$ cat src/sv/gceu_pkg.sv
// Shared types, constants and codes of the graphics CPU execute unit.
package gceu_pkg;

   localparam int DATA_WORDS  = 4096;
   localparam int DOT_LENGTH  = 4;
   localparam int ADDR_W      = $clog2(DATA_WORDS);
   localparam int REG_COUNT   = 32;
   localparam int REG_W       = 5;
   localparam int QUEUE_DEPTH = 2;
   localparam int QUEUE_IW    = $clog2(QUEUE_DEPTH);
   localparam int QUEUE_CW    = $clog2(QUEUE_DEPTH + 1);
   localparam int CLEAR_LEN   = (DATA_WORDS > REG_COUNT) ? DATA_WORDS : REG_COUNT;
   localparam int CLEAR_W     = $clog2(CLEAR_LEN);
   localparam int DOT_W       = (DOT_LENGTH > 1) ? $clog2(DOT_LENGTH) : 1;
   localparam int RECIP_BITS  = 31;
   localparam int RECIP_CW    = $clog2(RECIP_BITS);
   localparam logic [REG_W-1:0] LINK_REG = 5'd31;

   typedef enum logic [4:0] {
      OP_LD   = 5'd0,  OP_ST   = 5'd1,  OP_LI   = 5'd2,  OP_ADD  = 5'd3,
      OP_SUB  = 5'd4,  OP_MUL  = 5'd5,  OP_MULF = 5'd6,  OP_RECP = 5'd7,
      OP_TST  = 5'd8,  OP_AND  = 5'd9,  OP_OR   = 5'd10, OP_XOR  = 5'd11,
      OP_NOT  = 5'd12, OP_LSL  = 5'd13, OP_LSR  = 5'd14, OP_ASR  = 5'd15,
      OP_LSLI = 5'd16, OP_LSRI = 5'd17, OP_ASRI = 5'd18, OP_JMP  = 5'd19,
      OP_CALL = 5'd20, OP_JEQ  = 5'd21, OP_JNE  = 5'd22, OP_JLT  = 5'd23,
      OP_JLE  = 5'd24, OP_JGT  = 5'd25, OP_JGE  = 5'd26, OP_DOT  = 5'd27,
      OP_CLIP = 5'd28
   } opcode_type;

   typedef enum logic [3:0] {
      CLS_ALU, CLS_LOAD, CLS_STORE, CLS_MUL, CLS_RECP,
      CLS_BRANCH, CLS_DOT, CLS_FLAGS, CLS_NOP
   } class_type;

   typedef enum logic [1:0] {
      FAULT_NONE = 2'd0,
      FAULT_ADDR = 2'd1,
      FAULT_DIV  = 2'd2
   } fault_type;

   typedef enum logic [3:0] {
      ST_CLEAR, ST_IDLE, ST_REG, ST_EXEC, ST_LOAD, ST_MULR, ST_DIV, ST_RECPF,
      ST_DOTA, ST_DOTB, ST_DOTM, ST_DOTC, ST_WB
   } state_type;

   typedef struct packed {
      logic [4:0]        opcode;
      logic [4:0]        dest_reg;
      logic [4:0]        src_a_reg;
      logic [4:0]        src_b_reg;
      logic signed [15:0] immediate;
      logic [11:0]       return_address;
   } req_type;

   typedef struct packed {
      logic [31:0] written_value;
      logic        reg_written;
      logic        branch_taken;
      logic [11:0] branch_target;
      logic        flag_negative;
      logic        flag_zero;
      logic [1:0]  fault;
   } rsp_type;

   typedef struct packed {
      req_type   req;
      class_type cls;
   } item_type;

endpackage

$ cat src/sv/gceu_front.sv
// Front part: accepts instructions, classifies them and queues them for the back part.
module gceu_front (
   input  logic              clock,
   input  logic              reset,
   input  logic              push,
   output logic              full,
   input  gceu_pkg::req_type req_data,
   output logic              q_valid,
   output gceu_pkg::item_type q_item,
   input  logic              q_pop
);

   gceu_pkg::item_type                  entries_ff [gceu_pkg::QUEUE_DEPTH];
   logic [gceu_pkg::QUEUE_IW-1:0]       head_ff, head_in;
   logic [gceu_pkg::QUEUE_CW-1:0]       count_ff, count_in;
   logic [gceu_pkg::QUEUE_IW-1:0]       tail;
   logic                                accept;
   gceu_pkg::item_type                  item_new;

   function automatic gceu_pkg::class_type classify(input logic [4:0] op);
      gceu_pkg::class_type c;
      case (op)
         gceu_pkg::OP_LD:   c = gceu_pkg::CLS_LOAD;
         gceu_pkg::OP_ST:   c = gceu_pkg::CLS_STORE;
         gceu_pkg::OP_MUL, gceu_pkg::OP_MULF: c = gceu_pkg::CLS_MUL;
         gceu_pkg::OP_RECP: c = gceu_pkg::CLS_RECP;
         gceu_pkg::OP_TST, gceu_pkg::OP_CLIP: c = gceu_pkg::CLS_FLAGS;
         gceu_pkg::OP_JMP, gceu_pkg::OP_CALL, gceu_pkg::OP_JEQ, gceu_pkg::OP_JNE,
         gceu_pkg::OP_JLT, gceu_pkg::OP_JLE, gceu_pkg::OP_JGT, gceu_pkg::OP_JGE:
            c = gceu_pkg::CLS_BRANCH;
         gceu_pkg::OP_DOT:  c = gceu_pkg::CLS_DOT;
         gceu_pkg::OP_LI, gceu_pkg::OP_ADD, gceu_pkg::OP_SUB, gceu_pkg::OP_AND,
         gceu_pkg::OP_OR, gceu_pkg::OP_XOR, gceu_pkg::OP_NOT, gceu_pkg::OP_LSL,
         gceu_pkg::OP_LSR, gceu_pkg::OP_ASR, gceu_pkg::OP_LSLI, gceu_pkg::OP_LSRI,
         gceu_pkg::OP_ASRI: c = gceu_pkg::CLS_ALU;
         default:           c = gceu_pkg::CLS_NOP;
      endcase
      return c;
   endfunction

   assign full     = (count_ff == gceu_pkg::QUEUE_CW'(gceu_pkg::QUEUE_DEPTH));
   assign accept   = push && !full;
   assign q_valid  = (count_ff != '0);
   assign q_item   = entries_ff[head_ff];
   assign tail     = gceu_pkg::QUEUE_IW'(head_ff + count_ff);
   assign item_new = '{req: req_data, cls: classify(req_data.opcode)};

   always_comb begin
      head_in  = head_ff;
      count_in = count_ff;
      if (q_pop && q_valid) begin
         head_in = gceu_pkg::QUEUE_IW'(head_ff + 1'b1);
      end
      count_in = gceu_pkg::QUEUE_CW'(count_ff + accept - (q_pop && q_valid));
   end

   always_ff @(posedge clock) begin
      if (reset) begin
         head_ff  <= '0;
         count_ff <= '0;
      end else begin
         head_ff  <= head_in;
         count_ff <= count_in;
      end
      if (accept) begin
         entries_ff[tail] <= item_new;
      end
   end

endmodule

$ cat config.mk
export PLATFORM = sky130hd
export DESIGN_NAME = gceu_front
export DESIGN_NICKNAME = d
export VERILOG_FILES = /design/src/sv/gceu_pkg.sv /design/src/sv/gceu_front.sv
export SDC_FILE = /design/constraint.sdc
export NUM_CORES = 1
export LEC_CHECK = 0
export BUFFER_PORTS_ARGS = -buffer_cell sky130_fd_sc_hd__buf_2
export CAP_MARGIN = 10
export CORE_ASPECT_RATIO = 1.1
export CORE_UTILIZATION = 52
export DETAILED_ROUTE_END_ITERATION = 8
export PLACE_DENSITY_LB_ADDON = 0.3
export SLEW_MARGIN = 20
export SYNTH_ARGS = -nofsm -noshare
export SYNTH_HDL_FRONTEND = slang
export SYNTH_SLANG_ARGS = --single-unit
$ cat constraint.sdc
create_clock -name clock -period 4.5 [get_ports clock]
set_input_delay 0.675 -clock clock [delete_from_list [all_inputs] [get_ports clock]]
set_output_delay 0.675 -clock clock [all_outputs]
set_load 0.03 [all_outputs]
==> metrics <==
outcome complete, no violations; number of global-route vias before repair about 2100; CTS Sinks 108; Pre-antenna DRT Iters 4; synthesized netlist net count 274; Hold Buf Count CTS 0; Worst Path Max Fanout 29; final WL around 6500 µm; Worst setup SP type flop; pre-CTS WS just over 2000 ps; synth unique cells 26; post-synthesis async set-or-reset flop share 0%; largest net degree at the start of global routing 53; Finish-stage setup viols 0; worst hold-check path type input port to flop; crit path DAT around 2200 ps; wire per inst roughly 15 µm; antenna viol nets, final 0; antenna violations before repair 0; vias 2169; area leader, netlist edfxtp_1; DRC 0; min Tclk post-route approximately 2800 ps; Setup Skew 13.0 ps; Root Driver clkbuf_8; Tcrit/Tclk final a little over three fifths; Setup Fix Bufs, Post-CTS 0; post-DP HPWL roughly 4200 µm; Synth top area share 74.7%; first-pass GRT wire length between 9000 and 10000 µm; # resized after CTS 0; cells after synthesis about 220; H-tree levels 3; TritonCTS clock tree built; # rows 33; fmax 353 MHz; drt first-iter violations 51; final slew viol count 0; final-stage net count approximately 390; Worst slew margin approximately two fifths; placed cell count 421; FF+latch count, synth approximately 110; Setup Crit Path Kind flop to primary output; Yosys warnings 0; starting density of the core roughly 55%; clk slew on worst S/H paths approximately 100 ps; Worst setup EP type primary output; Worst Hold Launch req_data[39]; register area share after synthesis 76.6%; port buffer count ~110; Main synth FF type edfxtp_1; Gate power share 36.7%; worst slew pin tran between 900 and 1000 ps; Post-synth EDFFs approximately 100; Reg2Reg Depth 4; number of buffers created by CTS 9; layout cells sized above 1 between 50% and 60%; die area between 8000 and 9000 µm²; # IOs 106; ranking of synthesized cells by area edfxtp_1, mux2_2, dfxtp_1; sequential power share between 40% and 50%; routed vias/inst 4.96; Worst-Skew Late Latency ~350 ps; # diodes 0; Final Hold Viols 0; Cell Area, Synth about 4200 µm²; worst endpoint required time about 3800 ps; Worst Slack Setup Final between 1500 and 2000 ps; Clock power frac 17.7%; unrepaired setup endpoints after global routing false; leakage 1.92 nW; WHS Path Cells 1; die height slightly below 100 µm; TNS Setup 0 ps; switching power roughly 1.2 mW; Area Overhead vs Synth 19.9%; core area 7600 µm²; GRT Total Usage 15.8%; Routability Congestion roughly 0.73; total grt overflow 0; Avg Cell Area, Syn 19.3 µm²; PD cells 665 nW/µm²; r2r startpoint head_ff$_SDFFE_PP0P_; Switching Share about 37%; Die W approximately 90 µm; worst vdd ir about 470 µV; post-route non-filler standard cell count between 400 and 500; Clock Path Buffers 2; Pint ~2.1 mW; maxcap violations 0
cells by family after synthesis:
kind of cell	Yosys count	synth area share [%]
muxes	55	14.7
DFF	108	76.6
AOI/OAI and AO/OA	10	1.53
and+or+nand+nor	23	2.96
buffers and inverters	12	1.92
xor gates and xnor gates	2	0.419
adders and majority gates	6	1.80
registers in the layout, summed over array words and instances (netlist names), named ones only:
signal and flops:
count_ff 2, entries_ff 104, head_ff 1
path summary, 6_finish.rpt:
kind                                               endpoint  slack, ps
worst max-delay path                              q_item[9]       1670
worst min-delay path            entries_ff[1][43]$_DFFE_PP_        500
worst max register to register  entries_ff[0][44]$_DFFE_PP_       2320
worst min register to register       count_ff[1]$_SDFF_PP0_        570
routing by layer:
layer  GRT usage, %  share of wire, %  vias to the layer above  wire, µm
met5              0                 0                        -         0
met4           6.56              0.62                        0        40
met3           3.77               5.2                        4       340
met2           29.8                54                       60      3520
met1           16.9                40                     1051      2590
li1               -                 -                     1054         -
layout make-up:
| type | count | area (µm²) |
|---|---|---|
| Fill cell | 599 | 2590 |
| Multi-Input combinational cell | 96 | 905 |
| Sequential cell | 108 | 3200 |
| Tap cell | 105 | 131 |
| Timing Repair Buffer | 108 | 548 |
| Inverter | 4 | 15.0 |
| Clock buffer | 9 | 124 |
| Clock inverter | 7 | 81.3 |
power by group through the flow:
| stage | clock (mW) | combinational [mW] | sequential (mW) |
|---|---|---|---|
| 6_report | 0.588 | 1.22 | 1.52 |
| 5_1_grt | 0.646 | 1.31 | 1.55 |
| 4_1_cts | 0.607 | 1.24 | 1.52 |
| 3_5_place_dp | 0 | 1.24 | 1.55 |
| 3_3_place_gp | 0 | 1.23 | 1.53 |
| 2_1_floorplan | 0 | 0.961 | 1.50 |
synthesized netlist by cell type (2+ instances only):
cell,n
nor2_1,6
buf_6,2
and2_1,2
mux2i_1,3
edfxtp_1,104
ha_1,6
nand3_1,2
nor3_1,4
a21o_1,2
nand2_1,2
inv_1,4
o21ai_0,2
nor2b_1,3
dfxtp_1,4
mux2_2,52
buf_4,5
a21oi_1,4
critical path, cell delays in order (launching register included):
cell	delay, ps
dfxtp_2	780
buf_4	430
mux2_2	380
buf_2	180
metrics by stage:
step | hold slack (ps) | power (mW) | instance area (µm²) | util [%]
floorplan | 508 | 2.46 | 4180 | -
global placement | 533 | 2.76 | 4800 | 63.2
detailed placement | 558 | 2.78 | 4800 | 63.2
CTS | 483 | 3.37 | 5010 | 65.9
global route | 476 | 3.50 | 5010 | 65.9
finish | 502 | 3.33 | 5010 | 65.9
cells in the final DEF (no fill, tap or decap), types with 2 or more instances in the layout:
| master | count |
|---|---|
| a21o_1 | 2 |
| a21oi_1 | 4 |
| mux2i_1 | 3 |
| nand2_1 | 2 |
| buf_2 | 105 |
| o21ai_0 | 2 |
| inv_6 | 3 |
| inv_1 | 4 |
| nand3_1 | 2 |
| nor2b_1 | 2 |
| mux2_2 | 52 |
| edfxtp_1 | 104 |
| ha_1 | 6 |
| nor3_1 | 4 |
| clkbuf_8 | 9 |
| buf_4 | 3 |
| dfxtp_1 | 3 |
| nor2_1 | 6 |
No activity file was read; power rests on OpenSTA's default activity.
